**config.mk**
```make
export PLATFORM = sky130hd
export DESIGN_NAME = linear_probe_hash_table_top
export DESIGN_NICKNAME = d
export VERILOG_FILES = /design/src/rtl/lpht_pkg.sv /design/src/rtl/linear_probe_hash_table_top.sv /design/src/rtl/lpht_ctrl.sv /design/src/rtl/lpht_datapath.sv
export SDC_FILE = /design/constraint.sdc
export NUM_CORES = 2
export LEC_CHECK = 0
export ABC_AREA = 0
export BUFFER_PORTS_ARGS = -buffer_cell sky130_fd_sc_hd__buf_2
export CAP_MARGIN = 20
export CORE_UTILIZATION = 42
export CTS_BUF_LIST = sky130_fd_sc_hd__clkbuf_4
export CTS_CLUSTER_DIAMETER = 30
export DETAILED_ROUTE_END_ITERATION = 10
export SLEW_MARGIN = 40
export SYNTH_ARGS = -nofsm -noshare
export SYNTH_HDL_FRONTEND = slang
export SYNTH_SLANG_ARGS = --single-unit
```
**constraint.sdc**
```tcl
create_clock -name clk -period 10.6 [get_ports clk]
set_input_delay 1.06 -clock clk [delete_from_list [all_inputs] [get_ports clk]]
set_output_delay 1.06 -clock clk [all_outputs]
set_load 0.02 [all_outputs]
```
**src/rtl/lpht_pkg.sv**
```systemverilog
package lpht_pkg;

  localparam int KEY_W    = 31;
  localparam int DATA_W   = 32;
  localparam int SLOT_W   = 4;
  localparam int REQ_W    = 2;
  localparam int STATUS_W = 2;
  localparam int MARK_W   = 2;

  // Request codes.
  localparam logic [REQ_W-1:0] REQ_INSERT = 2'd0;
  localparam logic [REQ_W-1:0] REQ_SEARCH = 2'd1;
  localparam logic [REQ_W-1:0] REQ_DELETE = 2'd2;

  // Slot marks.
  localparam logic [MARK_W-1:0] MARK_EMPTY   = 2'd0;
  localparam logic [MARK_W-1:0] MARK_USED    = 2'd1;
  localparam logic [MARK_W-1:0] MARK_DELETED = 2'd2;

  // Result status codes.
  localparam logic [STATUS_W-1:0] ST_OK        = 2'd0;
  localparam logic [STATUS_W-1:0] ST_NOT_FOUND = 2'd1;
  localparam logic [STATUS_W-1:0] ST_FULL      = 2'd2;

  // The key is reduced modulo the table size in two steps: a reciprocal
  // multiply gives the quotient, then quotient times table size comes off the key.
  localparam int HASH_STEPS = 2;
  localparam int HASH_CNT_W = 1;

  typedef enum logic [2:0] {
    S_CLEAR,
    S_IDLE,
    S_HASH,
    S_HOME,
    S_CHECK
  } state_t;

  typedef struct packed {
    logic clr_en;
    logic load;
    logic hash_en;
    logic rd_home;
    logic rd_next;
    logic wr_used;
    logic wr_deleted;
    logic res_ok;
    logic res_nf;
    logic res_full;
  } lpht_cmd_t;

  typedef struct packed {
    logic [REQ_W-1:0]  req;
    logic              hash_done;
    logic              clear_done;
    logic [MARK_W-1:0] mark;
    logic              key_eq;
    logic              last;
  } lpht_stat_t;

endpackage

```
**src/rtl/linear_probe_hash_table_top.sv**
```systemverilog
// Channel   Ports                              Transfer
// request   start, req_type, key, data_in      start high while busy is low
// result    done, status, data_out, slot_index done high for one cycle
//
// After reset, the block clears every slot mark, one slot a cycle, with busy high.
// A request reduces its key modulo TABLE_SIZE, addresses the home slot and then
// checks one slot per cycle from the slot memory, probing 1 to TABLE_SIZE slots
// before done rises. An unknown request code ends after the reduction. busy is
// low in the cycle that done is high, so the next request may be accepted there.
// The receiver cannot stall results.
module linear_probe_hash_table_top #(
  parameter int TABLE_SIZE = 16
) (
  input  logic                               clk,
  input  logic                               rst,
  input  logic                               start,
  output logic                               busy,
  input  logic [lpht_pkg::REQ_W-1:0]         req_type,
  input  logic [lpht_pkg::KEY_W-1:0]         key,
  input  logic signed [lpht_pkg::DATA_W-1:0] data_in,
  output logic                               done,
  output logic [lpht_pkg::STATUS_W-1:0]      status,
  output logic signed [lpht_pkg::DATA_W-1:0] data_out,
  output logic [lpht_pkg::SLOT_W-1:0]        slot_index
);

  lpht_pkg::lpht_cmd_t  cmd;
  lpht_pkg::lpht_stat_t stat;

  lpht_ctrl u_ctrl (
    .clk   (clk),
    .rst   (rst),
    .start (start),
    .stat  (stat),
    .cmd   (cmd),
    .busy  (busy)
  );

  lpht_datapath #(
    .TABLE_SIZE (TABLE_SIZE)
  ) u_datapath (
    .clk        (clk),
    .rst        (rst),
    .cmd        (cmd),
    .stat       (stat),
    .req_type   (req_type),
    .key        (key),
    .data_in    (data_in),
    .done       (done),
    .status     (status),
    .data_out   (data_out),
    .slot_index (slot_index)
  );

  // An accepted transaction keeps the block busy until its result.
  a_accept_busy: assert property (@(posedge clk) disable iff (rst)
    start && !busy |=> busy)
    else $error("block not busy after accepting a request");

  // A result only ends a transaction that was in progress.
  a_done_after_busy: assert property (@(posedge clk) disable iff (rst)
    done |-> $past(busy))
    else $error("result without a transaction in progress");

  a_status_code: assert property (@(posedge clk) disable iff (rst)
    done |-> (status == lpht_pkg::ST_OK || status == lpht_pkg::ST_NOT_FOUND ||
              status == lpht_pkg::ST_FULL))
    else $error("result carries an undefined status code");

  a_fail_zero: assert property (@(posedge clk) disable iff (rst)
    done && status != lpht_pkg::ST_OK |-> data_out == '0 && slot_index == '0)
    else $error("failed request returned nonzero data or slot");

endmodule

```
**src/rtl/lpht_ctrl.sv**
```systemverilog
module lpht_ctrl (
  input  logic                 clk,
  input  logic                 rst,
  input  logic                 start,
  input  lpht_pkg::lpht_stat_t stat,
  output lpht_pkg::lpht_cmd_t  cmd,
  output logic                 busy
);

  lpht_pkg::state_t state;
  lpht_pkg::state_t state_next;
  logic             req_valid;
  logic             finish;

  assign req_valid = (stat.req == lpht_pkg::REQ_INSERT) ||
                     (stat.req == lpht_pkg::REQ_SEARCH) ||
                     (stat.req == lpht_pkg::REQ_DELETE);
  assign finish    = cmd.res_ok | cmd.res_nf | cmd.res_full;
  assign busy      = (state != lpht_pkg::S_IDLE);

  always_ff @(posedge clk) begin
    if (rst) begin
      state <= lpht_pkg::S_CLEAR;
    end else begin
      state <= state_next;
    end
  end

  always_comb begin
    state_next = state;
    case (state)
      lpht_pkg::S_CLEAR: begin
        if (stat.clear_done) state_next = lpht_pkg::S_IDLE;
      end
      lpht_pkg::S_IDLE: begin
        if (start) state_next = lpht_pkg::S_HASH;
      end
      lpht_pkg::S_HASH: begin
        if (stat.hash_done) state_next = req_valid ? lpht_pkg::S_HOME : lpht_pkg::S_IDLE;
      end
      lpht_pkg::S_HOME: begin
        state_next = lpht_pkg::S_CHECK;
      end
      lpht_pkg::S_CHECK: begin
        if (finish) state_next = lpht_pkg::S_IDLE;
      end
      default: begin
        state_next = lpht_pkg::S_IDLE;
      end
    endcase
  end

  always_comb begin
    cmd = '0;
    case (state)
      lpht_pkg::S_CLEAR: begin
        cmd.clr_en = 1'b1;
      end
      lpht_pkg::S_IDLE: begin
        cmd.load = start;
      end
      lpht_pkg::S_HASH: begin
        cmd.hash_en = 1'b1;
        // An unknown request code ends as soon as the key is reduced.
        if (stat.hash_done && !req_valid) cmd.res_nf = 1'b1;
      end
      lpht_pkg::S_HOME: begin
        cmd.rd_home = 1'b1;
      end
      lpht_pkg::S_CHECK: begin
        if (stat.req == lpht_pkg::REQ_INSERT) begin
          if (stat.mark != lpht_pkg::MARK_USED) begin
            cmd.wr_used = 1'b1;
            cmd.res_ok  = 1'b1;
          end else if (stat.last) begin
            cmd.res_full = 1'b1;
          end else begin
            cmd.rd_next = 1'b1;
          end
        end else begin
          if (stat.mark == lpht_pkg::MARK_EMPTY) begin
            cmd.res_nf = 1'b1;
          end else if (stat.mark == lpht_pkg::MARK_USED && stat.key_eq) begin
            cmd.res_ok     = 1'b1;
            cmd.wr_deleted = (stat.req == lpht_pkg::REQ_DELETE);
          end else if (stat.last) begin
            cmd.res_nf = 1'b1;
          end else begin
            cmd.rd_next = 1'b1;
          end
        end
      end
      default: begin
        cmd = '0;
      end
    endcase
  end

endmodule

```
**src/rtl/lpht_datapath.sv**
```systemverilog
module lpht_datapath #(
  parameter int TABLE_SIZE = 16
) (
  input  logic                                 clk,
  input  logic                                 rst,
  input  lpht_pkg::lpht_cmd_t                  cmd,
  output lpht_pkg::lpht_stat_t                 stat,
  input  logic [lpht_pkg::REQ_W-1:0]           req_type,
  input  logic [lpht_pkg::KEY_W-1:0]           key,
  input  logic signed [lpht_pkg::DATA_W-1:0]   data_in,
  output logic                                 done,
  output logic [lpht_pkg::STATUS_W-1:0]        status,
  output logic signed [lpht_pkg::DATA_W-1:0]   data_out,
  output logic [lpht_pkg::SLOT_W-1:0]          slot_index
);

  localparam int IW      = $clog2(TABLE_SIZE);
  localparam int CW      = $clog2(TABLE_SIZE + 1);
  localparam int ENTRY_W = lpht_pkg::MARK_W + lpht_pkg::KEY_W + lpht_pkg::DATA_W;
  localparam logic [IW-1:0] LAST_SLOT = IW'(TABLE_SIZE - 1);
  localparam logic [CW-1:0] PROBE_MAX = CW'(TABLE_SIZE);

  // floor(key * RECIP / 2^RS) is the exact quotient for every 31-bit key.
  localparam int RS     = lpht_pkg::KEY_W + IW;
  localparam int PROD_W = 2 * lpht_pkg::KEY_W + 1;
  localparam longint RECIP_L = ((longint'(1) << RS) + longint'(TABLE_SIZE) - 1) /
                               longint'(TABLE_SIZE);
  localparam logic [lpht_pkg::KEY_W:0]   RECIP  = (lpht_pkg::KEY_W + 1)'(RECIP_L);
  localparam logic [lpht_pkg::KEY_W-1:0] TS_KEY = lpht_pkg::KEY_W'(TABLE_SIZE);

  logic [lpht_pkg::REQ_W-1:0]      req_r;
  logic [lpht_pkg::KEY_W-1:0]      key_r;
  logic [lpht_pkg::DATA_W-1:0]     data_r;
  logic [lpht_pkg::HASH_CNT_W-1:0] hash_cnt;
  logic [PROD_W-1:0]               prod;
  logic [lpht_pkg::KEY_W-1:0]      quot;
  logic [lpht_pkg::KEY_W-1:0]      quot_next;
  logic [lpht_pkg::KEY_W-1:0]      rem_full;
  logic [IW-1:0]                   home;
  logic [IW-1:0]                   home_next;
  logic [IW-1:0]                   pos;
  logic [IW-1:0]                   pos_inc;
  logic [IW+lpht_pkg::SLOT_W-1:0]  pos_ext;
  logic [CW-1:0]                   probe_cnt;
  logic [IW-1:0]                   clr_addr;

  logic [ENTRY_W-1:0]              mem [TABLE_SIZE];
  logic [ENTRY_W-1:0]              rd_data;
  logic [IW-1:0]                   rd_addr;
  logic                            wr_en;
  logic [IW-1:0]                   wr_addr;
  logic [lpht_pkg::MARK_W-1:0]     wr_mark;
  logic [ENTRY_W-1:0]              wr_data;

  logic [lpht_pkg::MARK_W-1:0]     rd_mark;
  logic [lpht_pkg::KEY_W-1:0]      rd_key;
  logic [lpht_pkg::DATA_W-1:0]     rd_val;

  assign prod      = PROD_W'(key_r) * PROD_W'(RECIP);
  assign quot_next = lpht_pkg::KEY_W'(prod >> RS);
  assign rem_full  = key_r - quot * TS_KEY;
  assign home_next = rem_full[IW-1:0];

  // The first reduction cycle registers the quotient, the second the remainder.
  always_ff @(posedge clk) begin
    if (cmd.load) begin
      req_r    <= req_type;
      key_r    <= key;
      data_r   <= data_in;
      hash_cnt <= '0;
    end else if (cmd.hash_en) begin
      quot     <= quot_next;
      home     <= home_next;
      hash_cnt <= hash_cnt + 1'b1;
    end
  end

  assign pos_inc = (pos == LAST_SLOT) ? '0 : pos + 1'b1;
  assign pos_ext = (IW + lpht_pkg::SLOT_W)'(pos);

  always_ff @(posedge clk) begin
    if (cmd.rd_home) begin
      pos       <= home;
      probe_cnt <= CW'(1);
    end else if (cmd.rd_next) begin
      pos       <= pos_inc;
      probe_cnt <= probe_cnt + 1'b1;
    end
  end

  always_ff @(posedge clk) begin
    if (rst) begin
      clr_addr <= '0;
    end else if (cmd.clr_en) begin
      clr_addr <= (clr_addr == LAST_SLOT) ? '0 : clr_addr + 1'b1;
    end
  end

  // Each slot holds its mark, key and data word together; the read is registered,
  // so the next slot is addressed in the same cycle the current one is checked.
  assign rd_addr = cmd.rd_home ? home : pos_inc;
  assign wr_en   = cmd.clr_en | cmd.wr_used | cmd.wr_deleted;
  assign wr_addr = cmd.clr_en ? clr_addr : pos;
  assign wr_mark = cmd.clr_en     ? lpht_pkg::MARK_EMPTY :
                   cmd.wr_deleted ? lpht_pkg::MARK_DELETED : lpht_pkg::MARK_USED;
  assign wr_data = {wr_mark, key_r, data_r};

  always_ff @(posedge clk) begin
    if (wr_en) mem[wr_addr] <= wr_data;
    rd_data <= mem[rd_addr];
  end

  assign rd_mark = rd_data[ENTRY_W-1 -: lpht_pkg::MARK_W];
  assign rd_key  = rd_data[lpht_pkg::DATA_W +: lpht_pkg::KEY_W];
  assign rd_val  = rd_data[lpht_pkg::DATA_W-1:0];

  assign stat.req        = req_r;
  assign stat.hash_done  = (hash_cnt == lpht_pkg::HASH_CNT_W'(lpht_pkg::HASH_STEPS - 1));
  assign stat.clear_done = (clr_addr == LAST_SLOT);
  assign stat.mark       = rd_mark;
  assign stat.key_eq     = (rd_key == key_r);
  assign stat.last       = (probe_cnt == PROBE_MAX);

  always_ff @(posedge clk) begin
    if (rst) begin
      done <= 1'b0;
    end else begin
      done <= cmd.res_ok | cmd.res_nf | cmd.res_full;
    end
  end

  always_ff @(posedge clk) begin
    if (cmd.res_ok) begin
      status     <= lpht_pkg::ST_OK;
      data_out   <= (req_r == lpht_pkg::REQ_INSERT) ? '0 : $signed(rd_val);
      slot_index <= pos_ext[lpht_pkg::SLOT_W-1:0];
    end else if (cmd.res_full) begin
      status     <= lpht_pkg::ST_FULL;
      data_out   <= '0;
      slot_index <= '0;
    end else if (cmd.res_nf) begin
      status     <= lpht_pkg::ST_NOT_FOUND;
      data_out   <= '0;
      slot_index <= '0;
    end
  end

endmodule
```
==> results by group <==
Clock tree
  • Maximum clock insertion buffer count: 4
  • Number of gates resized after cts: 0
  • CTS buffer count: about 340
  • CTS tree: built
  • Clock insertion delay at the later pin of the skew report: 1.17 ns
  • Number of buffers added for setup after CTS: 0
  • Library cell used as clock root buffer: clkbuf_4
  • H-tree levels: 5
  • Hold-fix buffers, CTS: 32
  • Sink count of the clock tree: 1230
  • Clock-pin slew reported for the worst setup and hold paths after clock tree synthesis: 0.06 ns

Floorplanning
  • DIE HEIGHT: around 330 um
  • Number of cell rows: around 120
  • Area of the die: between 100000 and 150000 um^2
  • Number of primary I/O pins: roughly 110
  • Starting density of the core: 0.426
  • Horizontal extent of the die: 330 um
  • Core area: 106000 um^2

Setup path
  • Largest fanout on the critical path: between 40 and 50
  • Critical path type: flop to flop
  • Setup crit end kind: flop
  • Crit start category: flop
  • Data arrival time of the critical path: 5.56 ns
  • Required time worst endpoint: 11.29 ns

GRT
  • Global-route wire length before repair: between 100 and 150 mm
  • Overall routing resource usage: 0.190
  • Antenna violations before repair: 7
  • Pin count of the biggest net entering global routing: 84
  • Remaining global-route overflow: 0
  • Number of global-route vias before repair: between 20k and 25k

STA
  • Count of endpoints failing setup in the final report: 0
  • Total negative slack: 0 ns
  • Setup skew after layout: 0.123 ns
  • Worst max-slew margin expressed relative to the limit: 0.416
  • Unrepaired setup endpoints after global routing: false
  • Final Hold Fails: 0
  • F_max: 205 MHz
  • Period utilisation layout: 0.459
  • Minimum setup slack in the final design: around 5.7 ns
  • Final slew viol count: 0
  • Post-layout min period: between 4 and 5 ns
  • Transition at the pin with the smallest max-transition slack: ~0.88 ns

Cells and area
  • Signed area change from the synthesized netlist to the final layout: 16.0%
  • Fraction of layout instances using a drive strength above 1: 0.368
  • Filler cell count: 8664
  • Non-Filler Instances: 4089
  • Net count reported at finish: roughly 2.5k
  • Final design area excluding fillers: approximately 52000 um^2

Synth
  • Syn Inst Count: 2012
  • Number of different library cells in the post-synthesis netlist: 48
  • Cell types occupying the most area after synthesis: edfxtp_1 76%, mux4_2 13%, dfxtp_1 3.6%
  • Most used DFF post-synth: edfxtp_1
  • Post-synthesis net count: 2084
  • Largest area contributor in the netlist: edfxtp_1
  • Average instance area after synthesis: 22.5 um^2
  • Count of warnings emitted by yosys: 0
  • Share of flip-flops with an asynchronous set or reset after synthesis: 0
  • Area fraction of the dominant cell type after synthesis: 0.764
  • Register area share after synthesis: 0.800
  • Post-Synthesis Cell Area: roughly 45000 um^2
  • Post-synthesis sequential element count: between 1k and 1.5k
  • Number of enable-type register cells in the synthesized netlist: 1149

Power and ir drop
  • Pwr/cell area: 198 nW/um^2
  • Int Pwr: 0.00805 W
  • Proportion of power drawn by flip-flops and latches: 0.554
  • Logic gate share of total power: 0.047
  • Psw: 0.00231 W
  • VDD IR max: 89.0 uV
  • Lkg Pwr: 17.3 nW
  • Sw frac: 0.223
  • Clock Power Share: 0.399

Routing
  • Detailed-route vias per instance: 5.37
  • Drt total wl: 101 mm
  • Via count of the routed design: 22.0k
  • Number of nets with antenna violations after detailed routing: 0
  • 1st-iter DRT viols: 1908
  • 1st-pass router iterations: 6
  • DRC violation count after routing: 0
  • Routed wirelength normalized by instance count: 24.8 um

Min path
  • Hold/Removal Path Class: primary input to flop

Placed design
  • Placement-stage cell area: 47800 um^2
  • Placer congestion estimate: 0.766
  • Placed wire-length estimate: 53.9 mm
  • Input/output buffers: about 110
  • Number of instances in the placed design: 3463
  • Worst Setup Slack post-DPL: 5.62 ns

Outcome
  • Status: complete, no violations

Run
  • Count of max-cap constraint violations: 0
==> final timing paths <==
check | startpoint | to | slack, ns | cells past startpoint
worst max-delay path | u_datapath.key_r[14] | u_datapath.mem[15][30] | 5.73 | 7
worst min-delay path | key[13] | u_datapath.key_r[13] | 0.13 | 1
worst max register to register | u_datapath.key_r[14] | u_datapath.mem[15][30] | 5.73 | 7
worst min register to register | u_datapath.probe_cnt[4] | u_datapath.probe_cnt[4] | 0.47 | 1
==> power by group through the flow <==
stage / sequential (W) / combinational, W / clock [W]
CTS: 0.00574 / 0.000502 / 0.00425
global route: 0.00576 / 0.000524 / 0.00453
global placement: 0.00582 / 0.000465 / 0
finish: 0.00574 / 0.000490 / 0.00413
floorplan: 0.00582 / 0.000263 / 0
detailed placement: 0.00584 / 0.000491 / 0
==> cells in the final DEF, fill, tap and decap left out, types with 3 or more instances in the layout <==
master / count
ha_1: 4
and3_1: 5
nor2_4: 14
dfxtp_1: 81
inv_1: 11
buf_4: 21
mux2i_1: 5
a22oi_1: 130
nor3_1: 8
buf_2: 107
dlygate4sd3_1: 32
nor4_1: 9
mux4_2: 260
and2_4: 3
and2_1: 37
inv_2: 5
nor2_1: 17
nor2_2: 3
clkinv_2: 21
clkbuf_4: 498
bufinv_16: 5
clkinv_1: 57
edfxtp_1: 1149
buf_16: 8
nand3_1: 6
xor2_1: 32
buf_8: 8
nand2_1: 80
buf_6: 9
a31oi_2: 7
a21oi_1: 8
o21ai_0: 4
buf_12: 3
diode_2: 7
a21oi_4: 5
==> cell type report <==
class                      count  area [um^2]  share of cell area
timing repair buffer         189         1520              0.0290
inverter                      12         45.0            0.000859
antenna                        7         17.5            0.000334
sequential                  1230        36100               0.689
multi-input combinational    674         8740               0.167
tap                         1391         1740              0.0332
clock buffer                 498         3740              0.0713
clock inverter                88          492             0.00938
==> per-stage QoR <==
stage | util | hold WS [ns] | total power, W
floorplan | - | 0.425 | 0.00608
global placement | 0.447 | 0.441 | 0.00628
detailed placement | 0.451 | 0.455 | 0.00633
CTS | 0.494 | 0.000563 | 0.0105
global route | 0.494 | 0.00814 | 0.0108
finish | 0.494 | 0.127 | 0.0104
==> metal layers <==
layer | vias up | part of all wire | global-route usage | routed length [um]
met5 | - | 0.00011 | 0 | 11
met4 | 2 | 0.013 | 0.0569 | 1340
met3 | 121 | 0.068 | 0.0471 | 6840
met2 | 783 | 0.49 | 0.301 | 49600
met1 | 11535 | 0.43 | 0.260 | 43600
li1 | 9536 | - | - | -
==> cell families (layout without fill, tap and decap cells) <==
| family | count (synthesis) | in the layout | share of synthesized area |
|---|---|---|---|
| AND/OR/NAND/NOR | 200 | 200 | 0.0217 |
| multiplexers | 267 | 267 | 0.131 |
| flip-flops | 1230 | 1230 | 0.800 |
| other | 0 | 7 | 0 |
| adder cells (fa/ha/maj) | 4 | 4 | 0.00111 |
| XOR/XNOR | 33 | 33 | 0.00640 |
| buffers and inverters | 108 | 787 | 0.0123 |
| AO/OA/AOI/OAI | 170 | 170 | 0.0276 |
==> state kept, by name, summed over array words and instances, names as in the netlist <==
name / count
u_datapath.pos: 4
u_datapath.key_r: 31
u_datapath.rd_data: 65
u_datapath.data_r: 32
u_datapath.probe_cnt: 5
u_datapath.status: 2
u_datapath.req_r: 2
u_datapath.slot_index: 4
u_datapath.clr_addr: 4
u_datapath.data_out: 32
u_ctrl.state: 3
u_datapath.done: 1
u_datapath.hash_cnt: 1
u_datapath.home: 4
u_datapath.mem: 1040
==> critical path, stage by stage (launching register included) <==
cell	delay, ns
edfxtp_1	0.62
xor2_1	0.26
nor4_1	0.59
nand4_1	0.54
nor4_4	0.66
o211ai_1	0.33
a21oi_4	0.73
buf_6	0.66
==> synthesized netlist by cell type, types with 4 or more instances <==
cell         n
edfxtp_1  1149
nand2_1     80
nor2_1      34
and3_1       5
a21oi_1     13
buf_1        9
clkbuf_1    19
ha_1         4
and2_1      40
a22oi_1    130
inv_1       11
nor3_1       8
nor4_1       9
nand3_1      7
buf_6        8
buf_4        6
buf_2       54
mux4_2     260
mux2i_1      5
o21ai_0      4
a31oi_1      9
xor2_1      32
dfxtp_1     81
(Power assumes the default switching activity.)
